<file path="src/rtl/ogrc_ram.sv">
// ----------------------------------------------------------------------------
// ogrc_ram
// Generic single port RAM with registered read.
// ----------------------------------------------------------------------------
module ogrc_ram #(
  parameter int unsigned Width = 1,
  parameter int unsigned Depth = 16
) (
  input  logic                     clk_i,
  input  logic                     we_i,
  input  logic [$clog2(Depth)-1:0] addr_i,
  input  logic [Width-1:0]         wdata_i,
  output logic [Width-1:0]         rdata_o
);
  logic [Width-1:0] mem_q [Depth];

  // read before write, read data registered
  always_ff @(posedge clk_i) begin
    if (we_i) begin
      mem_q[addr_i] <= wdata_i;
    end
    rdata_o <= mem_q[addr_i];
  end
endmodule
</file>
<file path="config.mk">
export PLATFORM = sky130hd
export DESIGN_NAME = ogrc_ram
export DESIGN_NICKNAME = d
export VERILOG_FILES = /design/src/rtl/ogrc_ram.sv
export SDC_FILE = /design/constraint.sdc
export NUM_CORES = 1
export LEC_CHECK = 0
export ABC_CLOCK_PERIOD_IN_PS = 1300
export CORE_MARGIN = 2
export CORE_UTILIZATION = 35
export DETAILED_ROUTE_END_ITERATION = 10
export DONT_BUFFER_PORTS = 1
export GPL_ROUTABILITY_DRIVEN = 0
export GPL_TIMING_DRIVEN = 0
export PLACE_DENSITY_LB_ADDON = 0.12
export SLEW_MARGIN = 5
export SYNTH_ARGS = -nofsm -noshare
export SYNTH_HDL_FRONTEND = slang
export SYNTH_SLANG_ARGS = --single-unit
export TNS_END_PERCENT = 30
</file>
<file path="constraint.sdc">
create_clock -name clk_i -period 1.3 [get_ports clk_i]
set_clock_uncertainty 0.1 [all_clocks]
set_input_delay 0 -clock clk_i [delete_from_list [all_inputs] [get_ports clk_i]]
set_output_delay 0 -clock clk_i [all_outputs]
set_load 0.05 [all_outputs]
</file>
# Yosys cells after proc, flatten, opt, wreduce, memory -nomap -nowiden
# Memory sizes are Yosys's and may differ from the RTL's. A register that Yosys moved wholly into a read port is not among the register bits.
# Index checks and enable logic that the tools add are counted.
# totals
regBits,0
ramBits,16
input_bits,7
output_inout_bits,1
wordCells,3
n_memories,1
# op_classes
n_mux,2
# memory_table
memory,depth,word_bits,rd,rd_clocked_by_memory_dff,write_ports,line,text
mem_q,16,1,1,1,1,15,logic [Width-1:0] mem_q [Depth];
# ops
operator,count
two-way mux 1 bit,2

# Longest topological paths before layout
# Gate-level depths: netlist of the first run.
# logic_depth
word_depth,2
depth_mapped,4
ltp_nobuf,3

# Least setup slack after synthesis of the first run
# No wires, ideal clock.
# synth_path
path_type,register to register
startpoint,memory mem_q[13]
endpoint,"register rdata_o, read port of mem_q"
setup_time_ns,0.122
t_arrival_ns,1.013
required_ns,1.078
slack_ns,0.065
stages_incl_launch_ff,4
path_buffers,0
period_less_slack_ns,1.235
cell_sequence,edfxtp_1 mux4_1 mux2i_1 mux2i_1
# synth_lines
item,line,text
from (decl),15,
to (decl),13,output logic [Width-1:0] rdata_o

==> impl_metrics.tcl, run 1 <==
set metrics [dict create \
    holdPathEnd "rdata_o" \
    yosysWarnings 0 \
    syn-num-nets 56 \
    ys_seq_elements 17 \
    pin_count 8 \
    cp-start-kind "flip-flop" \
    fin_crit_sh_pct 98.9 \
    vias 427 \
    synth_area_um2 763 \
    post_dp_cell_area_um2 797 \
    max_slew_margin_pct 67.9 \
    r2r-end "rdata_o" \
    netlist_top_cells_area "edfxtp_1 (63%), mux4_1 (14%), nor2_1 (5.9%)" \
    final_antenna_net_count 0 \
    synth.avg_cell_area_um2 15.6 \
    powerDensity_mw_per_mm2 1110 \
    core_area_mm2 0.00200 \
    wl_mm 1.32 \
    status "finished, violations left" \
    worst_ep_required_time_ns 1.39 \
    rsz0062_at_grt "yes" \
    vdd_ir_drop_max_mv 0.648 \
    drt_pre_antenna_iters 4 \
    hpwl_um 835 \
    worst_hold_path.num_cells 1 \
    hold_viol 9 \
    critPathKind "reg2reg" \
    grt_max_degree 17 \
    cts_tree "yes" \
    hp-class "in2reg" \
    clkTransAtPathRegs_ns 0.10 \
    slowest_stage "mux4_2" \
    hold_buffers 8 \
    numCtsBuffers 3 \
    max_freq_mhz 778 \
    die_y_um 50.7 \
    leakagePower_nw 0.296 \
    cp-end-kind "flip-flop" \
    finalSetupViolCount 0 \
    clk_latency_ns 0.29 \
    fin_cells 88 \
    drt_iter0_drc 12 \
    reg2reg_slack_ns 0.01 \
    cp_cell_sequence "mux4_2 > mux2i_1 > mux2i_1" \
    worst_slew_pin_slew_ns 0.480 \
    cpPeakStageDelay_ns 0.47 \
    multi_input_area_um2 234 \
    final_nets 69 \
    gr-total-overflow 0 \
    start_util_pct 38.1 \
    p_total_mw 0.989 \
    antenna_found_initial 0 \
    grt_pass1_vias 480 \
    yosysTopAreaCell "edfxtp_1" \
    wl_per_cell_um 15.0 \
    clockBufferDepth 2 \
    layout-drive-gt1-share_pct 19.7 \
    hp-start "addr_i[2]" \
    port_buffers 0 \
    violations "hold timing" \
    fin_crit_ns 1.29 \
    placementRows 16 \
    syn_inst 49 \
    slew_violations 0 \
    cp_max_fo 1 \
    drcViolationCount 0 \
    die_x_um 50.7 \
    synth_top_cell_area_share_pct 63.0 \
    diodes 0 \
    arrival_ns 1.37 \
    r2r-start "mem_q[4]" \
    regArea_um2 500 \
    nFillCells 205 \
    grt_usage_pct 12.1 \
    cap_violations 0 \
    tns_ns 0 \
    post-route-cell-area_um2 892 \
    synth-seq-area-share_pct 65.6 \
    synthDistinctLibCells 14 \
    grt_pass1_wl_mm 2.13 \
    htreeDepth 1 \
    r2r_cells 3 \
    cts_root_buffer "clkbuf_4" \
    cts_sinks 17 \
    die_area_mm2 0.00257 \
    cpMostUsedCell "mux2i_1" \
    dp_cells 76 \
    viasPerCell 4.85 \
    hold_ws_ns -0.303 \
    area_delta_synth_final_pct 16.9 \
]
[synthesized netlist by cell type]
master    count
buf_2         1
buf_6         1
dfxtp_1       1
edfxtp_1     16
mux2i_1       3
mux4_1        4
nand2_1       1
nand2b_1      1
nand3_1       1
nand3b_1      2
nor2_1       12
nor3_1        4
or2b_1        1
or3b_2        1
[cells by family (layout without fill, tap and decap cells)]
family | count (synthesis) | in the layout | share of synthesized area, %
flip-flops | 17 | 17 | 65.6
AND/OR/NAND/NOR | 23 | 23 | 14.6
multiplexers | 7 | 7 | 17.7
buffers and inverters | 2 | 14 | 2.13
[layout by cell type, fill, tap and decap left out]
cell type      netlist  final
nor2_2               0      1
nand3_1              1      1
clkbuf_4             0      3
mux2i_1              3      3
or2b_1               1      1
nor2_1              12     11
nand2b_1             1      1
or3b_2               1      1
clkinv_2             0      1
mux4_2               0      4
buf_6                1      1
dfxtp_1              1      1
nor3_1               4      4
buf_2                1      1
nand2_1              1      1
dlygate4sd3_1        0      8
nand3b_1             2      2
edfxtp_1            16     16
[state kept, by name (all words and copies together) (netlist names)]
signal	cells
mem_q	16
rdata_o	1
[metal layers]
layer / wire length (um) / vias to the layer above / track usage, %
met5: 0 / - / 0
met1: 658 / 202 / 15.4
met4: 13 / 0 / 8.11
met3: 79 / 2 / 4.46
li1: - / 212 / -
met2: 566 / 11 / 16.9
[report_power, final]
part	internal [mW]	leakage [nW]	switching (mW)	total, mW
logic	0.0422	0.126	0.0402	0.0824
registers	0.612	0.153	0.0171	0.629
clock network	0.114	0.0177	0.163	0.277
total	0.768	0.296	0.220	0.989
[worst max-delay path, delay by kind of cell, from the launching register on]
family / cells / cell delay [ns]
mux: 3 / 0.70
flops: 1 / 0.38
[worst max path at each step]
stage	start	to	slack (ns)	depth (start not counted)
after floorplan	mem_q[13]	rdata_o	0.07	3
after global placement	mem_q[13]	rdata_o	-0.001	3
after detailed placement	mem_q[13]	rdata_o	-0.02	3
after CTS	mem_q[0]	rdata_o	0.003	3
after global routing	mem_q[6]	rdata_o	-0.02	3
final	mem_q[4]	rdata_o	0.01	3
[final cells by class]
cell class,count,area share (%)
buffer,2,1.82
clock buffer,3,2.52
clock inverter,1,0.561
multi-input combinational,30,26.2
sequential,17,56.1
tap,27,3.79
timing repair buffer,8,8.98
[per-stage QoR]
step / setup WS (ns) / utilization [%]
5_1_grt: -0.0231 / 44.6
4_1_cts: 0.00273 / 44.6
6_report: 0.0141 / 44.6
2_1_floorplan: 0.0654 / -
3_5_place_dp: -0.0208 / 39.8
3_3_place_gp: -0.00146 / 39.8
[timing repair]
action                                  in CTS  in global routing
endpoints found under the hold margin       33                 10
buffers inserted                             0                  0
endpoints found under the setup margin       1                  2
pin swaps                                    0                  0
gates resized for setup                      3                  2
Power figures use the tool's default switching activity.
==> run 2, diff against run 1 <==
--- a/config.mk
+++ b/config.mk
@@ -6,8 +6,10 @@
 export NUM_CORES = 1
 export LEC_CHECK = 0
 export ABC_CLOCK_PERIOD_IN_PS = 1300
-export CORE_MARGIN = 2
+export CELL_PAD_IN_SITES_DETAIL_PLACEMENT = 0
+export CELL_PAD_IN_SITES_GLOBAL_PLACEMENT = 1
 export CORE_UTILIZATION = 35
+export CTS_BUF_LIST = sky130_fd_sc_hd__clkbuf_8
 export DETAILED_ROUTE_END_ITERATION = 10
 export DONT_BUFFER_PORTS = 1
 export GPL_ROUTABILITY_DRIVEN = 0
==> impl_metrics.tcl, run 2 (synthesis gave the netlist of run 1 again) <==
set metrics [dict create \
    layout-drive-gt1-share_pct 19.3 \
    dp_cells 76 \
    top_usage_layer "met2" \
    vias 424 \
    fin_crit_ns 1.28 \
    die_area_mm2 0.00237 \
    area_delta_synth_final_pct 13.8 \
    wl_mm 1.31 \
    port_buffers 0 \
    power.switching_mw 0.228 \
    wl_per_cell_um 15.6 \
    rsz0062_at_grt "yes" \
    diodes 0 \
    grt_use_met3_pct 3.77 \
    vdd_ir_drop_max_mv 0.794 \
    final_antenna_net_count 0 \
    clockBufferDepth 2 \
    numCtsBuffers 3 \
    hold_viol 1 \
    viasPerCell 5.05 \
    clk_latency_ns 0.25 \
    hp-class "in2reg" \
    final_cell_mix "edfxtp_1 (16), nor2_1 (12), nor3_1 (4), mux4_2 (4), dlygate4sd3_1 (4)" \
    final_nets 65 \
    max_slew_margin_pct 68.4 \
    violations "hold timing" \
    reg2reg_slack_ns 0.02 \
    finalSetupViolCount 0 \
    antenna_found_initial 0 \
    status "finished, violations left" \
    cts_root_buffer "clkbuf_8" \
    r2r-end "rdata_o" \
    internal-power_mw 0.863 \
    worst_ep_required_time_ns 1.34 \
    gr-total-overflow 0 \
    arrival_ns 1.31 \
    cp_max_fo 1 \
    htreeDepth 1 \
    seqPwrFrac_pct 57.8 \
    cts_tree "yes" \
    grt_use_met2_pct 18.5 \
    drt_iter0_drc 12 \
    crit_end "rdata_o" \
    cpMostUsedCell "mux2i_1" \
    pwr-share-clk_pct 35.3 \
    p_total_mw 1.09 \
    powerDensity_mw_per_mm2 1260 \
    worst_slew_pin_slew_ns 0.474 \
    die_x_um 48.7 \
    r2r_cells 3 \
    slew_violations 0 \
    hpwl_um 897 \
    grt_usage_pct 12.3 \
    core_area_mm2 0.00200 \
    cp-start-kind "flip-flop" \
    largest_register "mem_q" \
    grt_pass1_wl_mm 2.12 \
    final_common_cell "edfxtp_1" \
    leakagePower_nw 0.278 \
    start_util_pct 38.1 \
    hold_ws_ns -0.148 \
    fin_cells 84 \
    cts_sinks 17 \
    cp_cell_sequence "mux4_2 > mux2i_1 > mux2i_1" \
    cp-end-kind "flip-flop" \
    max_freq_mhz 784 \
    p_comb_share_pct 7.0 \
    slowest_stage "mux4_2" \
    r2r-start "mem_q[7]" \
    cpPeakStageDelay_ns 0.49 \
    reg_top3 "mem_q: 16 flops, rdata_o: 1 flops" \
    switching_share_pct 20.9 \
    cp-startpoint "mem_q[7]" \
    drt_pre_antenna_iters 4 \
    grt_pass1_vias 460 \
    fin_crit_sh_pct 98.2 \
    die_y_um 48.7 \
    cap_violations 0 \
    utilization_pct 43.4 \
    pin_count 8 \
    largest_reg_flops 16 \
    clkTransAtPathRegs_ns 0.06 \
    met1_usage_pct 16.3 \
    grt_max_degree 17 \
    critPathKind "reg2reg" \
    tns_ns 0 \
    drcViolationCount 0 \
    placementRows 16 \
]
[run 2: cell types whose count changed in the layout (fill, tap and decap cells not counted), sizes merged]
cell	before	now
dlygate4sd3	8	4
[run 2: metal layers]
layer	vias up	wire, um
li1	200	-
met1	208	582
met2	16	601
met3	0	123
met4	0	0
met5	-	0
[run 2: worst max-delay path, delay by kind of cell (launching register included)]
family / cells / cell delay [ns]
mux: 3 / 0.71
flops: 1 / 0.36
[run 2: power groups by stage]
stage	Sequential, mW	Clock [mW]	Combinational, mW
floorplan	0.640	0	0.0483
global placement	0.641	0	0.0589
detailed placement	0.642	0	0.0594
CTS	0.630	0.394	0.0734
global route	0.631	0.423	0.0828
finish	0.630	0.385	0.0758
[run 2: worst min path at each step]
stage                     cells after the start      start       end  slack (ns)
after global routing                          2  addr_i[3]   rdata_o       -0.14
final                                         2  addr_i[3]   rdata_o       -0.15
after detailed placement                      0    wdata_i  mem_q[6]     -0.0003
after floorplan                               0    wdata_i  mem_q[0]      -0.001
after global placement                        0    wdata_i  mem_q[5]     -0.0004
after CTS                                     1  addr_i[2]   rdata_o       -0.25
[run 2: final cells by class]
class,count,area [um^2]
buffer,2,16.3
clock buffer,3,41.3
clock inverter,1,5.00
fill,192,1130
multi-input combinational,30,231
sequential,17,500
tap,27,33.8
timing repair buffer,4,40.0
[run 2: timing repair]
action / 4_1_cts / 5_1_grt
gates cloned: 0 / 0
setup endpoints to repair: 1 / 1
hold buffers: 3 / 1
buffers inserted: 0 / 0
resized for setup: 4 / 0
endpoints found under the hold margin: 22 / 1
[run 2: per-stage QoR]
stage          setup slack [ns]  cell area [um^2]
2_1_floorplan            0.0654               763
3_3_place_gp           -0.00292               797
3_5_place_dp            -0.0225               797
4_1_cts                  0.0133               858
5_1_grt                 -0.0280               868
6_report                 0.0239               868
